**config.mk**
```make
export PLATFORM = sky130hd
export DESIGN_NAME = postfix_stack_evaluator_unit
export DESIGN_NICKNAME = d
export VERILOG_FILES = /design/src/rtl/core/pse_pkg.sv /design/src/rtl/core/pse_divider.sv /design/src/rtl/core/pse_datapath.sv /design/src/rtl/core/pse_controller.sv /design/src/rtl/core/postfix_stack_evaluator_unit.sv
export VERILOG_INCLUDE_DIRS = /design/src /design/src/rtl/core
export SDC_FILE = /design/constraint.sdc
export NUM_CORES = 2
export LEC_CHECK = 0
export BUFFER_PORTS_ARGS = -buffer_cell sky130_fd_sc_hd__buf_2
export CAP_MARGIN = 20
export CORE_MARGIN = 2
export CORE_UTILIZATION = 65
export DETAILED_ROUTE_END_ITERATION = 6
export PLACE_DENSITY = 0.81
export RECOVER_POWER = 25
export SYNTH_ARGS = -nofsm -noshare
export SYNTH_HDL_FRONTEND = slang
export SYNTH_SLANG_ARGS = --single-unit
```
**constraint.sdc**
```tcl
create_clock -name clk -period 11.2 [get_ports clk]
set_input_delay 0.56 -clock clk [delete_from_list [all_inputs] [get_ports clk]]
set_output_delay 0.56 -clock clk [all_outputs]
set_load 0.005 [all_outputs]
```
**src/rtl/core/assert_macros.svh**
```systemverilog
// Assertion helpers shared by the RTL.
`ifndef ASSERT_MACROS_SVH
`define ASSERT_MACROS_SVH

// Property must hold at every rising clock edge outside reset.
`define ASSERT_PROP(label, clk, rst_n, prop) \
    label: assert property (@(posedge clk) disable iff (!rst_n) prop) \
        else $error("%m: assertion failed");

// Condition must never be true outside reset.
`define ASSERT_NEVER(label, clk, rst_n, cond) \
    label: assert property (@(posedge clk) disable iff (!rst_n) !(cond)) \
        else $error("%m: forbidden condition seen");

`endif

```
**src/rtl/core/pse_pkg.sv**
```systemverilog
`timescale 1ns / 1ps

package pse_pkg;

    localparam int DATA_W              = 32;
    localparam int NUM_W               = 31;
    localparam int OP_W                = 3;
    localparam int DEPTH_W             = 7;
    localparam int STATUS_W            = 2;
    localparam int STACK_DEPTH_DEFAULT = 64;
    localparam int DIV_CNT_W           = $clog2(DATA_W + 1);

    // token operation codes
    localparam logic [OP_W-1:0] OP_PUSH = 3'd0;
    localparam logic [OP_W-1:0] OP_ADD  = 3'd1;
    localparam logic [OP_W-1:0] OP_SUB  = 3'd2;
    localparam logic [OP_W-1:0] OP_MUL  = 3'd3;
    localparam logic [OP_W-1:0] OP_DIV  = 3'd4;

    // result status codes
    localparam logic [STATUS_W-1:0] ST_OK      = 2'd0;
    localparam logic [STATUS_W-1:0] ST_DIVZERO = 2'd1;
    localparam logic [STATUS_W-1:0] ST_UNDER   = 2'd2;
    localparam logic [STATUS_W-1:0] ST_OVER    = 2'd3;

    // controller -> datapath
    typedef struct packed {
        logic                load_token;
        logic                do_push;
        logic                rd_left;
        logic                exec_alu;
        logic                div_start;
        logic                write_back;
        logic                load_out;
        logic [STATUS_W-1:0] status_code;
    } pse_cmd_t;

    // datapath -> controller
    typedef struct packed {
        logic [OP_W-1:0] op;
        logic            sp_full;
        logic            sp_lt2;
        logic            right_zero;
        logic            div_busy;
        logic            div_done;
        logic            out_free;
    } pse_stat_t;

endpackage

```
**src/rtl/core/pse_divider.sv**
```systemverilog
`timescale 1ns / 1ps

module pse_divider (
    input  logic                        clk,
    input  logic                        rst_n,
    input  logic                        start,
    input  logic [pse_pkg::DATA_W-1:0]  dividend,
    input  logic [pse_pkg::DATA_W-1:0]  divisor,
    output logic                        busy,
    output logic                        done,
    output logic [pse_pkg::DATA_W-1:0]  quotient
);
    import pse_pkg::*;

    logic [DATA_W-1:0]    rem_reg, rem_next;
    logic [DATA_W-1:0]    quo_reg, quo_next;
    logic [DATA_W-1:0]    mag_b_reg;
    logic                 neg_reg;
    logic [DIV_CNT_W-1:0] count_reg, count_next;
    logic                 busy_reg, busy_next;
    logic                 done_reg, done_next;
    logic [DATA_W:0]      shifted;
    logic [DATA_W:0]      diff;

    // restoring step, one quotient bit per cycle
    assign shifted = {rem_reg, quo_reg[DATA_W-1]};
    assign diff    = shifted - {1'b0, mag_b_reg};

    always_comb
    begin
        rem_next   = rem_reg;
        quo_next   = quo_reg;
        count_next = count_reg;
        busy_next  = busy_reg;
        done_next  = 1'b0;
        if (busy_reg)
        begin
            if (!diff[DATA_W])
            begin
                rem_next = diff[DATA_W-1:0];
                quo_next = {quo_reg[DATA_W-2:0], 1'b1};
            end
            else
            begin
                rem_next = shifted[DATA_W-1:0];
                quo_next = {quo_reg[DATA_W-2:0], 1'b0};
            end
            count_next = count_reg - 1'b1;
            if (count_reg == DIV_CNT_W'(1))
            begin
                busy_next = 1'b0;
                done_next = 1'b1;
            end
        end
    end

    always_ff @(posedge clk or negedge rst_n)
    begin
        if (!rst_n)
        begin
            busy_reg  <= 1'b0;
            done_reg  <= 1'b0;
            count_reg <= '0;
        end
        else if (start)
        begin
            busy_reg  <= 1'b1;
            done_reg  <= 1'b0;
            count_reg <= DIV_CNT_W'(DATA_W);
        end
        else
        begin
            busy_reg  <= busy_next;
            done_reg  <= done_next;
            count_reg <= count_next;
        end
    end

    always_ff @(posedge clk)
    begin
        if (start)
        begin
            rem_reg   <= '0;
            quo_reg   <= dividend[DATA_W-1] ? (~dividend + 1'b1) : dividend;
            mag_b_reg <= divisor[DATA_W-1] ? (~divisor + 1'b1) : divisor;
            neg_reg   <= dividend[DATA_W-1] ^ divisor[DATA_W-1];
        end
        else
        begin
            rem_reg <= rem_next;
            quo_reg <= quo_next;
        end
    end

    assign busy     = busy_reg;
    assign done     = done_reg;
    assign quotient = neg_reg ? (~quo_reg + 1'b1) : quo_reg;

endmodule

```
**src/rtl/core/pse_datapath.sv**
```systemverilog
`timescale 1ns / 1ps

module pse_datapath #(
    parameter int STACK_DEPTH = pse_pkg::STACK_DEPTH_DEFAULT
) (
    input  logic                               clk,
    input  logic                               rst_n,
    input  pse_pkg::pse_cmd_t                  cmd,
    output pse_pkg::pse_stat_t                 stat,
    input  logic [pse_pkg::OP_W-1:0]           operation,
    input  logic [pse_pkg::NUM_W-1:0]          number_value,
    input  logic                               start_new,
    output logic                               out_valid,
    input  logic                               out_stall,
    output logic signed [pse_pkg::DATA_W-1:0]  top_value,
    output logic [pse_pkg::DEPTH_W-1:0]        stack_depth,
    output logic [pse_pkg::STATUS_W-1:0]       status
);
    import pse_pkg::*;
    `include "assert_macros.svh"

    localparam int AW = (STACK_DEPTH > 1) ? $clog2(STACK_DEPTH) : 1;
    localparam int PW = $clog2(STACK_DEPTH + 1);
    localparam logic [PW-1:0] SP_FULL = PW'(STACK_DEPTH);
    localparam logic [PW-1:0] SP_TWO  = PW'(2);

    logic [DATA_W-1:0]   mem [STACK_DEPTH];

    logic [OP_W-1:0]     op_reg;
    logic [NUM_W-1:0]    num_reg;
    logic [PW-1:0]       sp_reg, sp_next;
    logic [DATA_W-1:0]   top_reg;
    logic [DATA_W-1:0]   left_reg;
    logic [DATA_W-1:0]   res_reg;
    logic                out_valid_reg, out_valid_next;
    logic [DATA_W-1:0]   top_out_reg;
    logic [DEPTH_W-1:0]  depth_out_reg;
    logic [STATUS_W-1:0] status_out_reg;

    logic [PW-1:0]       sp_minus2;
    logic [PW+DEPTH_W-1:0] sp_wide;
    logic                wr_en;
    logic [AW-1:0]       wr_addr;
    logic [DATA_W-1:0]   wr_data;
    logic                div_busy;
    logic                div_done;
    logic [DATA_W-1:0]   div_quotient;

    assign sp_minus2 = sp_reg - SP_TWO;
    assign sp_wide   = {{DEPTH_W{1'b0}}, sp_reg};

    pse_divider u_divider (
        .clk      (clk),
        .rst_n    (rst_n),
        .start    (cmd.div_start),
        .dividend (left_reg),
        .divisor  (top_reg),
        .busy     (div_busy),
        .done     (div_done),
        .quotient (div_quotient)
    );

    // stack pointer: clear on start flag, grow on push, shrink on writeback
    always_comb
    begin
        sp_next = sp_reg;
        if (cmd.load_token && start_new)
            sp_next = '0;
        else if (cmd.do_push)
            sp_next = sp_reg + 1'b1;
        else if (cmd.write_back)
            sp_next = sp_reg - 1'b1;
    end

    always_comb
    begin
        out_valid_next = out_valid_reg;
        if (cmd.load_out)
            out_valid_next = 1'b1;
        else if (!out_stall)
            out_valid_next = 1'b0;
    end

    always_ff @(posedge clk or negedge rst_n)
    begin
        if (!rst_n)
        begin
            sp_reg        <= '0;
            out_valid_reg <= 1'b0;
        end
        else
        begin
            sp_reg        <= sp_next;
            out_valid_reg <= out_valid_next;
        end
    end

    // memory port: push writes at sp, writeback at sp-2
    assign wr_en   = cmd.do_push || cmd.write_back;
    assign wr_addr = cmd.do_push ? sp_reg[AW-1:0] : sp_minus2[AW-1:0];
    assign wr_data = cmd.do_push ? {1'b0, num_reg} : res_reg;

    always_ff @(posedge clk)
    begin
        if (wr_en)
            mem[wr_addr] <= wr_data;
        if (cmd.rd_left)
            left_reg <= mem[sp_minus2[AW-1:0]];
    end

    always_ff @(posedge clk)
    begin
        if (cmd.load_token)
        begin
            op_reg  <= operation;
            num_reg <= number_value;
        end
        if (wr_en)
            top_reg <= wr_data;
        if (cmd.exec_alu)
        begin
            case (op_reg)
                OP_ADD:  res_reg <= left_reg + top_reg;
                OP_SUB:  res_reg <= left_reg - top_reg;
                OP_MUL:  res_reg <= left_reg * top_reg;
                default: res_reg <= res_reg;
            endcase
        end
        else if (div_done)
            res_reg <= div_quotient;
        if (cmd.load_out)
        begin
            top_out_reg    <= (sp_reg != '0) ? top_reg : '0;
            depth_out_reg  <= sp_wide[DEPTH_W-1:0];
            status_out_reg <= cmd.status_code;
        end
    end

    assign stat.op         = op_reg;
    assign stat.sp_full    = (sp_reg >= SP_FULL);
    assign stat.sp_lt2     = (sp_reg < SP_TWO);
    assign stat.right_zero = (top_reg == '0);
    assign stat.div_busy   = div_busy;
    assign stat.div_done   = div_done;
    assign stat.out_free   = !out_valid_reg || !out_stall;

    assign out_valid   = out_valid_reg;
    assign top_value   = top_out_reg;
    assign stack_depth = depth_out_reg;
    assign status      = status_out_reg;

    `ASSERT_NEVER(a_sp_bound, clk, rst_n, sp_reg > SP_FULL)
    `ASSERT_NEVER(a_one_write, clk, rst_n, cmd.do_push && cmd.write_back)
    `ASSERT_PROP(a_div_nonzero, clk, rst_n, cmd.div_start |-> top_reg != '0)

endmodule

```
**src/rtl/core/pse_controller.sv**
```systemverilog
`timescale 1ns / 1ps

module pse_controller (
    input  logic                clk,
    input  logic                rst_n,
    input  logic                in_valid,
    output logic                in_stall,
    input  pse_pkg::pse_stat_t  stat,
    output pse_pkg::pse_cmd_t   cmd
);
    import pse_pkg::*;
    `include "assert_macros.svh"

    typedef enum logic [2:0] {
        ST_IDLE,
        ST_DECODE,
        ST_READ,
        ST_DIVIDE,
        ST_WRITE,
        ST_FINISH
    } state_t;

    state_t              state_reg, state_next;
    logic [STATUS_W-1:0] status_code_reg, status_code_next;

    always_comb
    begin
        state_next       = state_reg;
        status_code_next = status_code_reg;
        cmd              = '0;
        cmd.status_code  = status_code_reg;
        case (state_reg)
            ST_IDLE:
            begin
                if (in_valid)
                begin
                    cmd.load_token = 1'b1;
                    state_next     = ST_DECODE;
                end
            end
            ST_DECODE:
            begin
                status_code_next = ST_OK;
                state_next       = ST_FINISH;
                case (stat.op)
                    OP_PUSH:
                    begin
                        if (stat.sp_full)
                            status_code_next = ST_OVER;
                        else
                            cmd.do_push = 1'b1;
                    end
                    OP_ADD, OP_SUB, OP_MUL, OP_DIV:
                    begin
                        if (stat.sp_lt2)
                            status_code_next = ST_UNDER;
                        else if (stat.op == OP_DIV && stat.right_zero)
                            status_code_next = ST_DIVZERO;
                        else
                        begin
                            cmd.rd_left = 1'b1;
                            state_next  = ST_READ;
                        end
                    end
                    default:
                    begin
                        // unused code: no stack operation; only the start flag acts
                    end
                endcase
            end
            ST_READ:
            begin
                if (stat.op == OP_DIV)
                begin
                    cmd.div_start = 1'b1;
                    state_next    = ST_DIVIDE;
                end
                else
                begin
                    cmd.exec_alu = 1'b1;
                    state_next   = ST_WRITE;
                end
            end
            ST_DIVIDE:
            begin
                if (stat.div_done)
                    state_next = ST_WRITE;
            end
            ST_WRITE:
            begin
                cmd.write_back = 1'b1;
                state_next     = ST_FINISH;
            end
            ST_FINISH:
            begin
                if (stat.out_free)
                begin
                    cmd.load_out = 1'b1;
                    state_next   = ST_IDLE;
                end
            end
            default:
            begin
                state_next = ST_IDLE;
            end
        endcase
    end

    always_ff @(posedge clk or negedge rst_n)
    begin
        if (!rst_n)
        begin
            state_reg       <= ST_IDLE;
            status_code_reg <= ST_OK;
        end
        else
        begin
            state_reg       <= state_next;
            status_code_reg <= status_code_next;
        end
    end

    assign in_stall = (state_reg != ST_IDLE);

    `ASSERT_PROP(a_accept_then_busy, clk, rst_n, (in_valid && !in_stall) |=> in_stall)
    `ASSERT_PROP(a_load_out_free, clk, rst_n, cmd.load_out |-> stat.out_free)
    `ASSERT_PROP(a_div_runs, clk, rst_n, cmd.div_start |=> stat.div_busy)

endmodule

```
**src/rtl/core/postfix_stack_evaluator_unit.sv**
```systemverilog
`timescale 1ns / 1ps
// Postfix (RPN) evaluator on a bounded operand stack.
// Input channel (in_valid / in_stall): one token per request: operation
//   (push, add, subtract, multiply, divide), number_value for pushes and
//   start_new, which empties the stack before the token is applied.
// Output channel (out_valid / out_stall): one result per token: top_value
//   (0 when empty), stack_depth and status (ok, divide by zero, underflow,
//   overflow). Faulted tokens leave the stack untouched.
// Timing: tokens are handled one at a time; the next token is accepted once
//   the last one's result has been loaded into the output register. The
//   divide time is set by the bit-serial divider (one quotient bit per
//   cycle); add, subtract and multiply by the stack memory read of the left
//   operand and the write-back of the result.
// Stall: the result sits in an output register; a new token may be taken
//   while it waits, but that token's result holds in the core (and in_stall
//   stays high) until the previous result has been taken.
// Reset: asynchronous, active low; the stack is empty and no result is
//   pending. Stack memory contents are not cleared.
module postfix_stack_evaluator_unit #(
    parameter int STACK_DEPTH = pse_pkg::STACK_DEPTH_DEFAULT
) (
    input  logic                               clk,
    input  logic                               rst_n,
    input  logic                               in_valid,
    output logic                               in_stall,
    input  logic [pse_pkg::OP_W-1:0]           operation,
    input  logic [pse_pkg::NUM_W-1:0]          number_value,
    input  logic                               start_new,
    output logic                               out_valid,
    input  logic                               out_stall,
    output logic signed [pse_pkg::DATA_W-1:0]  top_value,
    output logic [pse_pkg::DEPTH_W-1:0]        stack_depth,
    output logic [pse_pkg::STATUS_W-1:0]       status
);
    import pse_pkg::*;

    // command and status buses between sequencer and datapath
    pse_cmd_t  cmd;
    pse_stat_t stat;

    // sequencer: decode, operand fetch, execute, write-back, result hand-off
    pse_controller u_controller (
        .clk      (clk),
        .rst_n    (rst_n),
        .in_valid (in_valid),
        .in_stall (in_stall),
        .stat     (stat),
        .cmd      (cmd)
    );

    // stack memory, top-of-stack register, ALU, divider, output register
    pse_datapath #(
        .STACK_DEPTH (STACK_DEPTH)
    ) u_datapath (
        .clk          (clk),
        .rst_n        (rst_n),
        .cmd          (cmd),
        .stat         (stat),
        .operation    (operation),
        .number_value (number_value),
        .start_new    (start_new),
        .out_valid    (out_valid),
        .out_stall    (out_stall),
        .top_value    (top_value),
        .stack_depth  (stack_depth),
        .status       (status)
    );

endmodule

```
### Word-level counts from Yosys, hierarchy flattened

Memories as Yosys holds them, arrays and structs flattened. A register that Yosys moved wholly into a read port is not among the register bits.
Cells that the tools add are included.
Widths: inputs -> output; s select.

* flip-flop bits (word level): 257
* memory bits (writable): 2048
* bits of input ports: 39
* output and inout bits: 43
* logic and storage cells: 122
* memories kept: 1

* add/sub/neg operators: 10
* $mul: 1
* $lt $le $gt $ge: 2
* eq/ne operators: 15
* mux-type cells: 53
* bitwise gates (word level): 4
* reductions and logical operators: 17

Memories
* u_datapath.mem: words 64, width 32, rd ports 1, clocked after memory_dff 1, wr ports 1, line pse_datapath.sv:27 `logic [DATA_W-1:0] mem [STACK_DEPTH];`

Operators with widths (count)
* $mux 32: 8
* $add 32x1->32 const B: 3
* $not 32->32: 3
* $pmux 32 s3: 1
* $sub 33x32->33: 1
* $add 32x32->32: 1
* $logic_not 32->1: 1
* $mul 32x32->32: 1
* $sub 32x32->32: 1
* $mux 31: 1
* $mux 1: 24
* $mux 3: 7
* $mux 7: 3
* $mux 6: 3
* $pmux 3 s6: 1
* $eq 3x2->1 const B: 4
* $eq 3x3->1 const B: 3
* $mux 2: 4
* $add 7x1->7 const B: 1
* $ge 7x7->1 const B: 1
* $lt 7x2->1 const B: 1
* $reduce_bool 7->1: 1
* $sub 7x1->7 const B: 1
* $eq 3x1->1 const B: 2
* 17 further kinds: 25

### Logic depth before layout (Yosys ltp)

* depth in word-level cells: 9
* gate-level depth with buffers: 29
* depth with buffers taken out: 26

### Modules after synthesis

A second synthesis with hierarchy kept.

* cell total of the unflattened synthesis: 6484
* area total of the unflattened synthesis: 111107.8 sq um

By module, submodules not included
* pse_datapath: times used 1, cells an instance 5506, area an instance 102663.5 sq um, seq. area each 66834.1 sq um
* pse_divider: times used 1, cells an instance 921, area an instance 8022.7 sq um, seq. area each 2792.7 sq um
* pse_controller: times used 1, cells an instance 57, area an instance 421.7 sq um, seq. area each 125.1 sq um

### Least setup slack after synthesis

No wires, ideal clock.

* path type: reg2reg
* from: register u_datapath.top_reg[7]
* to: register u_datapath.res_reg[31] (data pin)
* setup time: 0.268 ns
* data arrival time: 6.802 ns
* data required time: 10.932 ns
* path slack: 4.130 ns
* stages on the path, launching flop included: 26
* path buffers: 2
* period minus slack after synthesis: 7.070 ns
* path through: edfxtp_1 > clkbuf_1 > clkbuf_1 > and2_1 > fa_1 > fa_1 > fa_1 > inv_1 > fa_1 > inv_1 > fa_1 > inv_1 > fa_1 > inv_1 > fa_1 > fa_1 > ha_1 > a21oi_1 > o211a_1 > a221oi_1 > o21ai_0 > o211a_1 > o21ai_0 > xnor2_1 > nor2_1 > o22ai_1

* longest elaborated chain between the ends: 3
* elaborated cells between the ends (all ways): 5
* classes of those cells: add/sub (2); mul (1); mux (2)

RTL lines
* start, declared: line pse_datapath.sv:32 `logic [DATA_W-1:0] top_reg;`
* start signal, assigned: line pse_datapath.sv:119 `top_reg <= wr_data;`
* $mul 32x32->32, or another cell as far along: line pse_datapath.sv:125 `OP_MUL: res_reg <= left_reg * top_reg;`
* $pmux 32 s3 *: line pse_datapath.sv:122 `case (op_reg)`
* $mux 32 *: line pse_datapath.sv:120 `if (cmd.exec_alu)`
* end signal, assigned: line pse_datapath.sv:123 `OP_ADD: res_reg <= left_reg + top_reg;`
* end signal, assigned: line pse_datapath.sv:125
* end signal, assigned: line pse_datapath.sv:126 `default: res_reg <= res_reg;`
* end, declared: line pse_datapath.sv:34 `logic [DATA_W-1:0] res_reg;`

Every way passes the cells marked *; elsewhere a longest branch is shown, timed or not.
A chain may end at the register's enable or synchronous reset.

### Worst setup path in the final report

* from: register u_controller.state_reg[0]
* to: memory u_datapath.mem[21][30] (data pin)

* longest elaborated chain between the ends: 3

RTL lines
* start, declared: line pse_controller.sv:23 `state_t state_reg, state_next;`
* start signal, assigned: line pse_controller.sv:118 `state_reg <= state_next;`
* $eq 3x1->1: line pse_controller.sv:32 `case (state_reg)`
* $mux 2: line pse_controller.sv:32
* $mux 32: line pse_datapath.sv:101 `assign wr_data = cmd.do_push ? {1'b0, num_reg} : res_reg;`
* net u_datapath.wr_data[30]: line pse_datapath.sv:44 `logic [DATA_W-1:0] wr_data;`
* end, declared: line pse_datapath.sv:27

The timed path passes the listed nets, and every way through them passes these cells.

==> out/qor.yml <==
placement:
  placed_cells: 8576
  routabilityCongestion: 0.977
  place_area_um2: 114000
  io_buffers: 81
  dpl.hpwl_um: 177000
detailed_routing:
  drt-pass1-iter-count: 7
  wl_per_cell_um: 36.7
  drtIter0Drc: 9978
  wirelength_um: 332000
  route.detailed.drc: 24
  avgViaCountPerCell: 7.17
  vias: 64812
  drtAntennaViolNets: 0
worst_setup_path:
  crit_buf_inv: 4
  path_common_cell: "clkbuf_1"
  crit_chain: "nor2b_1 > nand2b_1 > or4_1 > clkbuf_1 > clkinv_1 > clkbuf_1 > nand2_1 > nand2_1 > clkbuf_1"
  critPathTopFamily: "buffers and inverters"
  critPathSlowestCell: "clkbuf_1"
  r2r_slack_ps: 2800
  required_ps: 11510
  path_class: "flip-flop to flip-flop"
  crit_fanout: 60
  arrival_ps: 8710
  cp-end-kind: "flip-flop"
  cp-start-kind: "flip-flop"
  max_stage_delay_ps: 1840
yosys:
  yosys-top-cells-area: "edfxtp_1 62%, mux4_2 14%, fa_1 7.5%, ha_1 2.3%, and2_1 1.9%"
  synth.most_common_cell: "edfxtp_1"
  synthesis.area_um2: 110000
  synth_commonest_cells: "2284 x edfxtp_1, 665 x mux4_2, 478 x nand2_1, 444 x inv_1, 411 x fa_1"
  yosysWarnings: 0
  yosysSeqAreaShare_pct: 63.2
  ys.flop_type: "edfxtp_1"
  netlist.area_leader.share_pct: 62.1
  ys_ff_latch: 2337
  synth.net_count: 7105
  synth_top_area_cell: "edfxtp_1"
  syn_avg_cell_area_um2: 17.1
  async_flop_share_pct: 0.899
  synth_cells: 6456
  synth_cell_types: 75
  synth_edf_count: 2284
cts:
  clock_path_buffers: 3
  cts_tree: "yes"
  insertion_delay_ps: 900
  h-tree-depth: 4
  cts-root-buf: "clkbuf_16"
  post_cts_resized: 0
  clkTransAtPathRegs_ps: 70
  cts_buffers: 217
  clock_sinks: 2337
finish:
  top_register: "u_datapath.mem"
  area_growth_pct: 10.6
  nNetsFinal: 7286
  largest_register_ffs: 2048
  finalNonFillerCells: 9044
  final_cell_area_um2: 122000
  drive_gt1_share_pct: 19.5
  num-fill-cells: 9708
timing:
  slew_violations: 1281
  report.final.hold_viol_count: 0
  finalSetupTns_ps: 0
  max_freq_mhz: 119
  whs_ps: 286
  relSlewSlack_pct: -112
  worst_pin_slew_ps: 3180
  min_period_over_period_pct: 75.0
  rsz0062_at_grt: "false"
  skew_ps: 92.9
  setup_viol: 0
  period_minus_slack_ps: 8400
floorplan:
  dieHeight_um: 416
  die-width_um: 416
  start_util_pct: 65.3
  core_area_um2: 169000
  num_rows: 151
  dieArea_um2: 173000
  io_pins: 82
min_path:
  hold_class: "primary input to flip-flop"
global_route:
  antenna_found_initial: 22
  grt_pass1_vias: 65304
  grt_start_max_net_pins: 136
  overflow: 0
  track_usage_pct: 38.2
  grt_pass1_wl_um: 467000
status:
  run_status: "finished with violations"
  failed_checks: "DRC, capacitance limit, slew limit"
run:
  drv_cap: 29
[final timing paths]
kind	depth (start not counted)	endpoint	start
setup / recovery	9	u_datapath.mem[21][30]	u_controller.state_reg[0]
hold / removal	3	u_controller.state_reg[2]	in_valid
setup reg to reg	9	u_datapath.mem[21][30]	u_controller.state_reg[0]
hold reg to reg	2	u_datapath.u_divider.rem_reg[1]	u_datapath.u_divider.rem_reg[1]
max in group asynchronous	2	u_controller.state_reg[0]	rst_n
min in group asynchronous	2	u_datapath.u_divider.busy	rst_n
[metal layers]
layer | global-route usage (%) | vias up | part of all wire [%]
li1 | - | 24711 | -
met5 | 0 | - | 0.038
met4 | 20.9 | 18 | 7.3
met1 | 48.6 | 32991 | 32
met2 | 62.0 | 5728 | 49
met3 | 8.57 | 1364 | 12
[tightest hold or removal path: cells and delay by family]
kind,cells,cell delay (ps)
compound gates,2,390
buf+inv,1,130
[per-stage QoR]
stage | util, % | setup slack [ps]
floorplan | - | 4130
global route | 72.2 | 2700
global placement | 67.6 | 3490
CTS | 72.1 | 3350
detailed placement | 67.6 | 3440
finish | 72.2 | 2800
[cell type report]
cell class | instances | area [um^2] | area share, %
multi-input combinational | 3318 | 38300 | 31.3
clock buffer | 251 | 5580 | 4.57
sequential | 2337 | 69800 | 57.1
inverter | 446 | 1680 | 1.37
clock inverter | 150 | 1690 | 1.38
timing repair buffer | 317 | 2380 | 1.95
antenna | 7 | 17.5 | 0.0143
tap | 2218 | 2780 | 2.27
[placed cells by master, fill, tap and decap left out, types with 15 or more instances in the layout]
cell	instances
a211oi_1	38
a21o_1	39
a21oi_1	123
and2_0	19
and2_1	325
buf_2	55
buf_4	155
bufinv_16	26
clkbuf_1	85
clkbuf_16	218
clkinv_1	44
clkinv_2	43
dfrtp_1	21
dfxtp_1	32
dlygate4sd3_1	37
edfxtp_1	2284
fa_1	411
ha_1	198
inv_1	443
mux2i_1	33
mux4_2	665
nand2_1	467
nand2b_1	21
nand3_1	30
nand4_1	15
nor2_1	114
nor2_4	66
nor2b_1	18
nor3_1	48
o211ai_1	17
o21a_1	15
o21ai_0	157
o31ai_1	32
o41ai_1	16
or4_1	16
xnor2_1	152
xor2_1	112
[logic make-up (layout without fill, tap and decap cells)]
group                    after synthesis  after routing  share of synthesized area [%]
flip-flops                          2337           2337                           63.2
AND/OR/NAND/NOR                     1215           1215                           5.38
buffers and inverters                801           1164                           2.74
multiplexers                         699            699                           13.9
adder cells (fa/ha/maj)              610            610                           9.71
AO/OA/AOI/OAI                        526            526                           3.01
XOR/XNOR                             268            268                           2.13
other                                  0              7                              0
[timing repair]
| item | 4_1_cts | 5_1_grt |
|---|---|---|
| setup buffers | 0 | 0 |
| hold endpoints to repair | 57 | 0 |
| hold buffers | 37 | 0 |
Power is left out: the tool's default activity adds up to more than one toggle a clock period on the data nets, which glitch-free logic cannot reach.
